### src/hdl/abf_pkg.sv
// Shared types and codes for the async bit framer.
`timescale 1ns / 1ps

package abf_pkg;

   localparam int BYTE_W = 8;

   // operation codes carried in the request beat
   localparam logic OP_RX = 1'b0;
   localparam logic OP_TX = 1'b1;

   // received event kinds
   localparam logic [1:0] KIND_ZERO    = 2'd0;
   localparam logic [1:0] KIND_ONE     = 2'd1;
   localparam logic [1:0] KIND_CARRIER = 2'd2;
   localparam logic [1:0] KIND_OTHER   = 2'd3;

   typedef enum logic [1:0] {
      PHASE_IDLE    = 2'd0,
      PHASE_CARRIER = 2'd1,
      PHASE_ACTIVE  = 2'd2
   } phase_type;

   typedef struct packed {
      logic              op;
      logic [1:0]        rx_kind;
      logic              tx_offer_valid;
      logic [BYTE_W-1:0] tx_offer_byte;
   } req_type;

   typedef struct packed {
      logic              rx_byte_valid;
      logic [BYTE_W-1:0] rx_byte;
      logic              tx_bit;
      logic              tx_offer_taken;
      logic              link_active;
      logic              kick_done;
   } rsp_type;

endpackage

### src/hdl/abf_rx.sv
// Receive side: link bring-up and frame recovery over a sliding bit window.
`timescale 1ns / 1ps

module abf_rx #(
   parameter int DATA_BITS = 8,
   parameter int STOP_BITS = 1
) (
   input  logic                      clock,
   input  logic                      reset,
   input  logic                      event_en,
   input  logic [1:0]                kind,
   output logic                      byte_valid,
   output logic [abf_pkg::BYTE_W-1:0] byte_out,
   output logic                      link_active,
   output logic                      link_active_next
);
   import abf_pkg::*;

   localparam int FRAME_BITS = 1 + DATA_BITS + STOP_BITS;
   localparam int CNT_W      = $clog2(FRAME_BITS);

   phase_type              phase_ff, phase_in;
   logic [FRAME_BITS-1:0]  win_ff, win_in, win_shift;
   logic [CNT_W-1:0]       cnt_ff, cnt_in;
   logic                   bit_en;
   logic                   full;
   logic                   frame_ok;

   // next state of the carrier phase
   always_comb begin
      phase_in = phase_ff;
      if (event_en) begin
         case (phase_ff)
            PHASE_IDLE: begin
               if (kind == KIND_CARRIER) phase_in = PHASE_CARRIER;
            end
            PHASE_CARRIER: begin
               if (kind == KIND_CARRIER) phase_in = PHASE_CARRIER;
               else if (kind == KIND_ONE) phase_in = PHASE_ACTIVE;
            end
            PHASE_ACTIVE: phase_in = PHASE_ACTIVE;
            default: begin
               if (kind == KIND_CARRIER) phase_in = PHASE_CARRIER;
            end
         endcase
      end
   end

   // outputs of the phase machine
   assign link_active      = (phase_ff == PHASE_ACTIVE);
   assign link_active_next = (phase_in == PHASE_ACTIVE);

   // new bit enters at the top; the oldest sits at bit 0 once the window is full
   assign bit_en    = event_en && link_active && (kind == KIND_ZERO || kind == KIND_ONE);
   assign win_shift = {kind[0], win_ff[FRAME_BITS-1:1]};
   assign full      = (cnt_ff == CNT_W'(FRAME_BITS - 1));
   assign frame_ok  = !win_shift[0] && win_shift[1 + DATA_BITS];

   always_comb begin
      win_in     = win_ff;
      cnt_in     = cnt_ff;
      byte_valid = 1'b0;
      byte_out   = '0;
      if (bit_en) begin
         win_in = win_shift;
         if (!full) begin
            cnt_in = cnt_ff + CNT_W'(1);
         end else if (frame_ok) begin
            // consume the whole frame, stop bits included
            cnt_in     = '0;
            byte_valid = 1'b1;
            byte_out   = BYTE_W'(win_shift[DATA_BITS:1]);
         end else begin
            // drop the oldest bit
            cnt_in = CNT_W'(FRAME_BITS - 1);
         end
      end
   end

   always_ff @(posedge clock) begin
      if (reset) begin
         phase_ff <= PHASE_IDLE;
         cnt_ff   <= '0;
      end else begin
         phase_ff <= phase_in;
         cnt_ff   <= cnt_in;
      end
   end

   always_ff @(posedge clock) begin
      win_ff <= win_in;
   end

endmodule

### src/hdl/abf_tx.sv
// Transmit side: kickstart and byte framing through a bit shift queue.
`timescale 1ns / 1ps

module abf_tx #(
   parameter int DATA_BITS = 8,
   parameter int STOP_BITS = 1
) (
   input  logic                       clock,
   input  logic                       reset,
   input  logic                       req_en,
   input  logic                       link_active,
   input  logic                       offer_valid,
   input  logic [abf_pkg::BYTE_W-1:0] offer_byte,
   output logic                       tx_bit,
   output logic                       offer_taken,
   output logic                       kick_done_next
);
   import abf_pkg::*;

   localparam int QUEUE_BITS = DATA_BITS + STOP_BITS;
   localparam int CNT_W      = $clog2(QUEUE_BITS + 1);

   logic [QUEUE_BITS-1:0] sr_ff, sr_in;
   logic [CNT_W-1:0]      cnt_ff, cnt_in;
   logic                  kick_ff, kick_in;
   logic                  empty;

   assign empty          = (cnt_ff == '0);
   assign kick_done_next = kick_in;

   always_comb begin
      sr_in       = sr_ff;
      cnt_in      = cnt_ff;
      kick_in     = kick_ff;
      tx_bit      = 1'b1;
      offer_taken = 1'b0;
      if (req_en) begin
         if (!empty) begin
            // send the next queued bit
            tx_bit = sr_ff[0];
            sr_in  = sr_ff >> 1;
            cnt_in = cnt_ff - CNT_W'(1);
         end else if (kick_ff) begin
            if (offer_valid) begin
               tx_bit      = 1'b0;
               offer_taken = 1'b1;
               sr_in       = {{STOP_BITS{1'b1}}, offer_byte[DATA_BITS-1:0]};
               cnt_in      = CNT_W'(QUEUE_BITS);
            end
         end else if (link_active) begin
            // kickstart NUL frame
            tx_bit  = 1'b0;
            kick_in = 1'b1;
            sr_in   = {{STOP_BITS{1'b1}}, {DATA_BITS{1'b0}}};
            cnt_in  = CNT_W'(QUEUE_BITS);
         end
      end
   end

   always_ff @(posedge clock) begin
      if (reset) begin
         cnt_ff  <= '0;
         kick_ff <= 1'b0;
      end else begin
         cnt_ff  <= cnt_in;
         kick_ff <= kick_in;
      end
   end

   always_ff @(posedge clock) begin
      sr_ff <= sr_in;
   end

endmodule

### src/hdl/async_bit_framer_with_carrier_kick_core.sv
// Top level of the async start/stop bit framer and deframer with carrier kickstart.
`timescale 1ns / 1ps

// Bit-level start/stop framer for a modem link. Each request beat is either a
// received line event (op 0) or a request for the next transmit bit (op 1), and
// each produces exactly one response beat, in the cycle after it is accepted. A
// new request beat is taken every cycle while the response register is empty or
// being drained; the only thing that holds the input is a response that is
// stalled downstream, so the sustained rate is one beat per cycle, set by the
// single response register. Receive: events are ignored until a carrier-up
// event and then a one bit bring the link up; after that each data bit shifts
// into a window of 1 + DATA_BITS + STOP_BITS bits, and a full window with a
// zero start bit and a one first stop bit yields a byte (LSB first), otherwise
// the oldest bit is dropped. Transmit: the line idles at mark; the first
// request with an empty queue after link-up starts a NUL kickstart frame, later
// ones frame an offered byte. The start bit goes out on that same request and
// the data and stop bits follow on the next requests. link_active and
// kick_done in a response reflect state after that beat.

module async_bit_framer_with_carrier_kick_core #(
   parameter int DATA_BITS = 8,
   parameter int STOP_BITS = 1
) (
   input  logic             clock,
   input  logic             reset,
   input  logic             req_valid,
   output logic             req_stall,
   input  abf_pkg::req_type req_data,
   output logic             rsp_valid,
   input  logic             rsp_stall,
   output abf_pkg::rsp_type rsp_data
);
   import abf_pkg::*;

   logic    accept;
   logic    rx_en, tx_en;
   logic    rsp_valid_ff, rsp_valid_in;
   rsp_type rsp_data_ff, rsp_data_in;

   logic              rx_byte_valid;
   logic [BYTE_W-1:0] rx_byte;
   logic              link_active;
   logic              link_active_next;
   logic              tx_bit;
   logic              offer_taken;
   logic              kick_done_next;

   // Hold the input only while a finished response waits downstream.
   assign req_stall = rsp_valid_ff && rsp_stall;
   assign accept    = req_valid && !req_stall;
   assign rx_en     = accept && (req_data.op == OP_RX);
   assign tx_en     = accept && (req_data.op == OP_TX);

   abf_rx #(
      .DATA_BITS (DATA_BITS),
      .STOP_BITS (STOP_BITS)
   ) u_rx (
      .clock            (clock),
      .reset            (reset),
      .event_en         (rx_en),
      .kind             (req_data.rx_kind),
      .byte_valid       (rx_byte_valid),
      .byte_out         (rx_byte),
      .link_active      (link_active),
      .link_active_next (link_active_next)
   );

   // The transmit side sees the phase as it stands; a transmit beat never moves it.
   abf_tx #(
      .DATA_BITS (DATA_BITS),
      .STOP_BITS (STOP_BITS)
   ) u_tx (
      .clock          (clock),
      .reset          (reset),
      .req_en         (tx_en),
      .link_active    (link_active),
      .offer_valid    (req_data.tx_offer_valid),
      .offer_byte     (req_data.tx_offer_byte),
      .tx_bit         (tx_bit),
      .offer_taken    (offer_taken),
      .kick_done_next (kick_done_next)
   );

   // Assemble the response beat; receive events report mark and no take.
   always_comb begin
      rsp_data_in.rx_byte_valid  = rx_byte_valid;
      rsp_data_in.rx_byte        = rx_byte;
      rsp_data_in.tx_bit         = tx_en ? tx_bit : 1'b1;
      rsp_data_in.tx_offer_taken = tx_en && offer_taken;
      rsp_data_in.link_active    = link_active_next;
      rsp_data_in.kick_done      = kick_done_next;
   end

   // Keep the response valid while stalled; load a new one on every accept.
   assign rsp_valid_in = accept || (rsp_valid_ff && rsp_stall);

   always_ff @(posedge clock) begin
      if (reset) begin
         rsp_valid_ff <= 1'b0;
      end else begin
         rsp_valid_ff <= rsp_valid_in;
      end
   end

   always_ff @(posedge clock) begin
      if (accept) begin
         rsp_data_ff <= rsp_data_in;
      end
   end

   assign rsp_valid = rsp_valid_ff;
   assign rsp_data  = rsp_data_ff;

endmodule

### config.mk
export PLATFORM = sky130hd
export DESIGN_NAME = async_bit_framer_with_carrier_kick_core
export DESIGN_NICKNAME = d
export VERILOG_FILES = /design/src/hdl/abf_pkg.sv /design/src/hdl/abf_rx.sv /design/src/hdl/abf_tx.sv /design/src/hdl/async_bit_framer_with_carrier_kick_core.sv
export SDC_FILE = /design/constraint.sdc
export NUM_CORES = 1
export LEC_CHECK = 0
export BUFFER_PORTS_ARGS = -buffer_cell sky130_fd_sc_hd__clkbuf_2
export CAP_MARGIN = 5
export CORE_MARGIN = 5
export CORE_UTILIZATION = 52
export CTS_BUF_LIST = sky130_fd_sc_hd__clkbuf_4 sky130_fd_sc_hd__clkbuf_8
export CTS_CLUSTER_SIZE = 20
export DETAILED_ROUTE_END_ITERATION = 6
export HOLD_SLACK_MARGIN = 0.1
export PLACE_DENSITY_LB_ADDON = 0.1
export SYNTH_ARGS = -nofsm -noshare
export SYNTH_HDL_FRONTEND = slang
export SYNTH_SLANG_ARGS = --single-unit
### constraint.sdc
create_clock -name clock -period 1.65 [get_ports clock]
set_input_delay 0.165 -clock clock [delete_from_list [all_inputs] [get_ports clock]]
set_output_delay 0.165 -clock clock [all_outputs]
set_load 0.05 [all_outputs]
==> flow_metrics.env, run 1 <==
export IMPL_ios=31
export IMPL_synth_compound_area_frac=0.0932
export IMPL_synth_edf_count=31
export IMPL_drt_wl_total_um=3340
export IMPL_synth_net_count=175
export IMPL_die_area_um2=4890
export IMPL_cp_start_kind="register"
export IMPL_synth_cells=157
export IMPL_ctsLongestPathBuffers=2
export IMPL_antenna_left=0
export IMPL_async_reset_ff_frac=0
export IMPL_drv_cap=0
export IMPL_hold_viol=0
export IMPL_vias=1289
export IMPL_synth_area_um2=1870
export IMPL_tightest_slew_ns=0.346
export IMPL_antenna_found_initial=0
export IMPL_ys_warn_count=0
export IMPL_worstPathMaxFanout=4
export IMPL_nets=215
export IMPL_power_density_nw_per_um2=939
export IMPL_grt_pass1_wl_um=5900
export IMPL_period_minus_slack_ns=1.60
export IMPL_synthMuxAreaShare=0.0168
export IMPL_drc=0
export IMPL_gp_congestion=0.770
export IMPL_synth_seq_cells=43
export IMPL_fp_row_count=21
export IMPL_worstPathArrival_ns=1.70
export IMPL_fmax_mhz=626
export IMPL_hold_class="in2reg"
export IMPL_grt_max_degree=22
export IMPL_slew_viol_final=0
export IMPL_reg2reg_slack_ns=0.05
export IMPL_hpwlAfterDp_um=2340
export IMPL_synth_simple_area_share=0.195
export IMPL_via_per_inst=5.28
export IMPL_synth_cell_types=43
export IMPL_area_growth_pct=22.3
export IMPL_drive_gt1_frac=0.323
export IMPL_port_buffers=30
export IMPL_grt_overflow_total=0
export IMPL_wire_per_inst_um=13.7
export IMPL_skew_ns=0.00701
export IMPL_die_h_um=69.9
export IMPL_leakage_nw=0.908
export IMPL_grt_pass1_vias=1326
export IMPL_stdcell_count=244
export IMPL_cts_reportedPaths_clkPinSlew_ns=0.12
export IMPL_setup_viol=0
export IMPL_coreArea_um2=3420
export IMPL_dominantRegCellSynth="edfxtp_1"
export IMPL_grt_setup_unrepaired="yes"
export IMPL_start_util=0.546
export IMPL_avgSynthCellArea_um2=11.9
export IMPL_finalCritPeriodShare=0.967
export IMPL_worst_setup_path_end_kind="register"
export IMPL_finalPower_mw=2.14
export IMPL_synth_top_family_by_area="simple AND/OR/NAND/NOR gates"
export IMPL_die_w_um=69.9
export IMPL_slew_headroom=0.766
export IMPL_cts_tree="built"
export IMPL_worstPathRequired_ns=1.76
export IMPL_cts_root_buffer_cell="clkbuf_4"
export IMPL_firstDrtPassIters=4
export IMPL_synth_fa_ha_area_frac=0.0134
export IMPL_critPathKind="reg2reg"
export IMPL_worst_hold_slack_ns=0.115
export IMPL_setup_tns_ns=0
export IMPL_ir_drop_mv=0.389
export IMPL_clock_latency_ns=0.35
export IMPL_cts_num_sinks=43
export IMPL_numCtsBuffers=5
export IMPL_synth_xor_area_share=0.00939
export IMPL_postCtsSetupBuffers=0
export IMPL_outcome="completed"
export IMPL_seq_area_frac_synth=0.628
export IMPL_ctsHtreeMaxLevel=2
export IMPL_grt_usage=0.151
export IMPL_num_antenna_cells=0
export IMPL_drt_iter0_markers=66
export IMPL_dp_cells=233
## placed cells by master (no fill, tap or decap), drive strengths merged, types with 2 or more instances in the layout
cell type | synthesis | final
and2 | 9 | 9
nand4 | 2 | 2
buf | 5 | 8
nor2 | 9 | 9
inv | 8 | 8
a31oi | 2 | 2
clkbuf | 3 | 36
nor2b | 5 | 5
bufinv | 0 | 2
dlygate4sd3 | 0 | 3
o21ai | 3 | 3
ha | 2 | 2
mux2i | 2 | 2
and4 | 2 | 2
nand2b | 2 | 2
nor4 | 3 | 3
nand3 | 11 | 11
o21bai | 2 | 2
edfxtp | 31 | 31
dfxtp | 12 | 12
nand2 | 19 | 19
nor3 | 2 | 2
and2b | 2 | 2
a21oi | 4 | 4
## where the power goes
| part | switching, mW | total (mW) | internal, mW |
|---|---|---|---|
| registers | 0.00511 | 1.17 | 1.16 |
| logic | 0.117 | 0.162 | 0.0450 |
| clock network | 0.322 | 0.811 | 0.489 |
| total | 0.444 | 2.14 | 1.70 |
## kinds of logic after synthesis
group,Yosys count
xor+xnor,2
fa+ha+maj,2
buf+inv,16
compound gates,21
flops,43
simple gates,70
mux,3
## state kept, by name, indices dropped and copies added, names as in the netlist
signal,count
u_rx.cnt_ff,4
u_rx.win_ff,9
u_rx.phase_ff,2
rsp_data,13
u_tx.cnt_ff,4
u_tx.sr_ff,9
rsp_valid,1
u_tx.kick_ff,1
## layer usage
layer / vias to the layer above / GRT usage / routed length [µm]
met5: - / 0 / 0
met4: 0 / 0.0681 / 64
met3: 6 / 0.0574 / 212
met2: 35 / 0.240 / 1590
met1: 600 / 0.181 / 1480
li1: 648 / - / -
## metrics by stage
stage | util | setup WS, ns | instance area [µm²]
floorplan | - | -0.0891 | 1880
global placement | 0.614 | 0.0430 | 2100
detailed placement | 0.614 | -0.0623 | 2100
CTS | 0.663 | 0.0116 | 2260
global route | 0.668 | -0.0339 | 2280
finish | 0.668 | 0.0538 | 2280
## cells in the mapped netlist (3+ instances only)
cell type  instances  area share
inv_1              6       0.012
o21ai_0            3      0.0080
dfxtp_1           12        0.13
nand3_1           11       0.030
a21oi_1            4       0.011
edfxtp_1          31        0.50
nor4_1             3       0.010
nand2_1           19       0.038
nor2_1             9       0.018
and2_1             9       0.030
clkbuf_1           3      0.0060
nor2b_1            5       0.017
## critical path: stages, from the launching register on
cell,delay [ns]
dfxtp_2,0.36
inv_2,0.06
ha_4,0.29
nor2b_2,0.05
a31o_2,0.25
a221oi_2,0.27
a21oi_1,0.07
## final timing paths
path | startpoint | end | cells past startpoint
hold / removal | req_data[4] | u_tx.sr_ff[4] | 3
hold reg to reg | u_rx.win_ff[4] | u_rx.win_ff[3] | 0
setup reg to reg | u_rx.phase_ff[0] | rsp_data[1] | 6
setup / recovery | u_rx.phase_ff[0] | rsp_data[1] | 6
## cell type report
type,count,area (µm²)
fillers,282,1130
clock inverters,2,60.1
clock buffers,6,45.0
inverters,8,42.5
repair buffers,41,244
multi-input cells,98,653
well taps,46,57.6
flip-flops and latches,43,1180
## timing repair
item                       CTS  global route
gates resized for setup      5             7
pin swaps                    0             1
hold buffers                 3             0
setup endpoints to repair   13            21
hold endpoints to repair     3             0
Power figures use the tool's default switching activity.
==> run 2, diff against run 1 <==
- ABC_AREA: unset -> 1
==> run 2 against run 1 <==
Effect of this change:
- worst setup slack better by 0.12 ns
- via count grew 5.2%
- sequential share of layout area decreased by 1.1 points
- count of clock-buffer cells in the layout unchanged
- area after synthesis is 5.5% higher
- core utilization shrank 3.5 points
- hold slack better by 0.056 ns
- fmax rose by 7.9%
- register-to-register slack better by 0.12 ns
- synthesized cell count increased by 32%
- combinational power shrank 9.9%
==> flow_metrics.env, run 2 <==
export IMPL_num_antenna_cells=0
export IMPL_clockPowerShare=0.422
export IMPL_max_stage_delay_ns=0.34
export IMPL_worstPathRequired_ns=1.80
export IMPL_die_h_um=71.5
export IMPL_avgSynthCellArea_um2=9.51
export IMPL_slew_viol_final=0
export IMPL_wire_per_inst_um=11.0
export IMPL_worstPathMaxFanout=17
export IMPL_die_w_um=71.5
export IMPL_seq_area_frac_synth=0.595
export IMPL_drc=0
export IMPL_synth_net_count=225
export IMPL_power_density_nw_per_um2=982
export IMPL_synth_area_um2=1970
export IMPL_hold_depth=2
export IMPL_worst_hold_slack_ns=0.171
export IMPL_finalCritPeriodShare=0.896
export IMPL_hold_class="in2reg"
export IMPL_gp_congestion=0.806
export IMPL_layout_common_cells="nand2_1 (57), edfxtp_1 (31), clkbuf_2 (30)"
export IMPL_cts_resized=0
export IMPL_fmax_mhz=676
export IMPL_antenna_found_initial=0
export IMPL_path_delay_family="simple AND/OR/NAND/NOR gates"
export IMPL_path_buf_inv=1
export IMPL_synth_cells=207
export IMPL_rr_worst_depth=6
export IMPL_critPathKind="reg2reg"
export IMPL_area_growth_pct=17.7
export IMPL_skew_ns=0.00538
export IMPL_p_sw_mw=0.453
export IMPL_setup_viol=0
export IMPL_setup_tns_ns=0
export IMPL_vias=1356
export IMPL_via_per_inst=4.63
export IMPL_cts_root_buffer_cell="clkbuf_8"
export IMPL_regArea_um2=1170
export IMPL_antenna_left=0
export IMPL_yosys_area_top_type_share=0.473
export IMPL_cts_num_sinks=43
export IMPL_port_buffers=30
export IMPL_firstDrtPassIters=4
export IMPL_ys_warn_count=0
export IMPL_multi_input_area_um2=658
export IMPL_synth_top_cells_by_area="edfxtp_1 (47%), dfxtp_1 (12%), nand2_1 (11%)"
export IMPL_grt_pass1_vias=1270
export IMPL_fp_row_count=22
export IMPL_synth_edf_count=31
export IMPL_path_cells="inv_1 -> ha_1 -> nand2_2 -> nor2_8 -> nand3_4 -> nor2_1"
export IMPL_drv_cap=0
export IMPL_largest_reg_flops=13
export IMPL_synth_cell_types=22
export IMPL_hold_viol=0
export IMPL_outcome="completed"
export IMPL_period_minus_slack_ns=1.48
export IMPL_grt_usage=0.142
export IMPL_start_util=0.538
export IMPL_ir_drop_mv=0.555
export IMPL_post_synth_top_area_cell="edfxtp_1"
export IMPL_async_reset_ff_frac=0
export IMPL_seq_power_share=0.514
export IMPL_synth_seq_cells=43
export IMPL_drt_iter0_markers=75
export IMPL_hold_buffers=1
export IMPL_ios=31
export IMPL_slowest_stage="dfxtp_1"
export IMPL_leakage_nw=0.986
export IMPL_nets=262
export IMPL_grt_setup_unrepaired="no"
export IMPL_coreArea_um2=3660
export IMPL_clock_latency_ns=0.29
export IMPL_dominantRegCellSynth="edfxtp_1"
export IMPL_worst_setup_path_end_kind="register"
export IMPL_hpwlAfterDp_um=2410
export IMPL_ctsHtreeMaxLevel=2
export IMPL_cp_depth=6
export IMPL_dp_cells=284
export IMPL_worstPathArrival_ns=1.63
export IMPL_p_comb_frac=0.064
export IMPL_finalPower_mw=2.27
export IMPL_drt_wl_total_um=3210
export IMPL_numCtsBuffers=5
export IMPL_slew_headroom=0.793
export IMPL_drive_gt1_frac=0.269
export IMPL_tightest_slew_ns=0.309
export IMPL_nFillCells=301
export IMPL_ctsLongestPathBuffers=2
export IMPL_grt_max_degree=20
export IMPL_power_share_switching=0.199
export IMPL_stdcell_count=293
export IMPL_layout_commonest_cell="nand2_1"
export IMPL_grt_overflow_total=0
export IMPL_cp_start_kind="register"
export IMPL_fin_util=0.633
export IMPL_intPower_mw=1.82
export IMPL_postCtsSetupBuffers=0
export IMPL_grt_pass1_wl_um=5600
export IMPL_cts_tree="built"
export IMPL_die_area_um2=5120
export IMPL_cts_reportedPaths_clkPinSlew_ns=0.08
export IMPL_synth_most_common_cell="nand2_1"
export IMPL_synth_common_cells="nand2_1 (57), edfxtp_1 (31), inv_1 (28)"
run 2: changes by cell type after synthesis, sizes merged, moves of 3 or more:
cell / delta
nand2: +46
nor2: +23
and2: -9
nor4: -3
buf: -3
nor2b: -5
o21ai: +10
inv: +23
a21oi: +4
run 2: power by group through the flow:
stage               sequential [mW]  combinational [mW]  clock (mW)
finish                         1.17               0.146       0.960
global route                   1.17               0.158        1.05
CTS                            1.17               0.149       0.986
detailed placement             1.19               0.146           0
global placement               1.19               0.146           0
floorplan                      1.25              0.0461           0
run 2: routing by layer:
metal / vias to the layer above / routed length [µm] / GRT usage / part of all wire
li1: 728 / - / - / -
met1: 595 / 1550 / 0.195 / 0.48
met2: 29 / 1420 / 0.211 / 0.44
met3: 4 / 177 / 0.0309 / 0.055
met4: 0 / 60 / 0.0752 / 0.019
met5: - / 0 / 0 / 0
run 2: worst reg2reg max path, cell delays in order (launching register included):
cell	delay [ns]
dfxtp_1	0.34
inv_1	0.06
ha_1	0.24
nand2_2	0.12
nor2_8	0.27
nand3_4	0.18
nor2_1	0.13
run 2: per-stage QoR:
stage          setup slack, ns  cell area, µm²
6_report                 0.171            2320
5_1_grt                 0.0178            2320
4_1_cts                  0.140            2320
3_5_place_dp             0.157            2170
3_3_place_gp             0.234            2170
2_1_floorplan           0.0512            1970
run 2: logic make-up after synthesis:
logic type,after synthesis,synth area share
simple gates,107,0.264
flops,43,0.595
buf+inv,34,0.0706
compound gates,21,0.0572
fa+ha+maj,2,0.0127
run 2: area by class of cell:
| type | instances | share of cell area |
|---|---|---|
| tap | 48 | 0.0259 |
| multi-input combinational | 130 | 0.284 |
| clock buffer | 6 | 0.0329 |
| timing repair buffer | 33 | 0.0756 |
| inverter | 31 | 0.0502 |
| sequential | 43 | 0.505 |
| clock inverter | 2 | 0.0259 |
run 2: worst paths after layout:
kind	startpoint	to	slack, ns
worst min register to register	u_rx.win_ff[9]	u_rx.win_ff[8]	0.45
worst max register to register	u_rx.phase_ff[0]	rsp_data[11]	0.17
worst min-delay path	reset	u_tx.cnt_ff[2]	0.17
worst max-delay path	u_rx.phase_ff[0]	rsp_data[11]	0.17
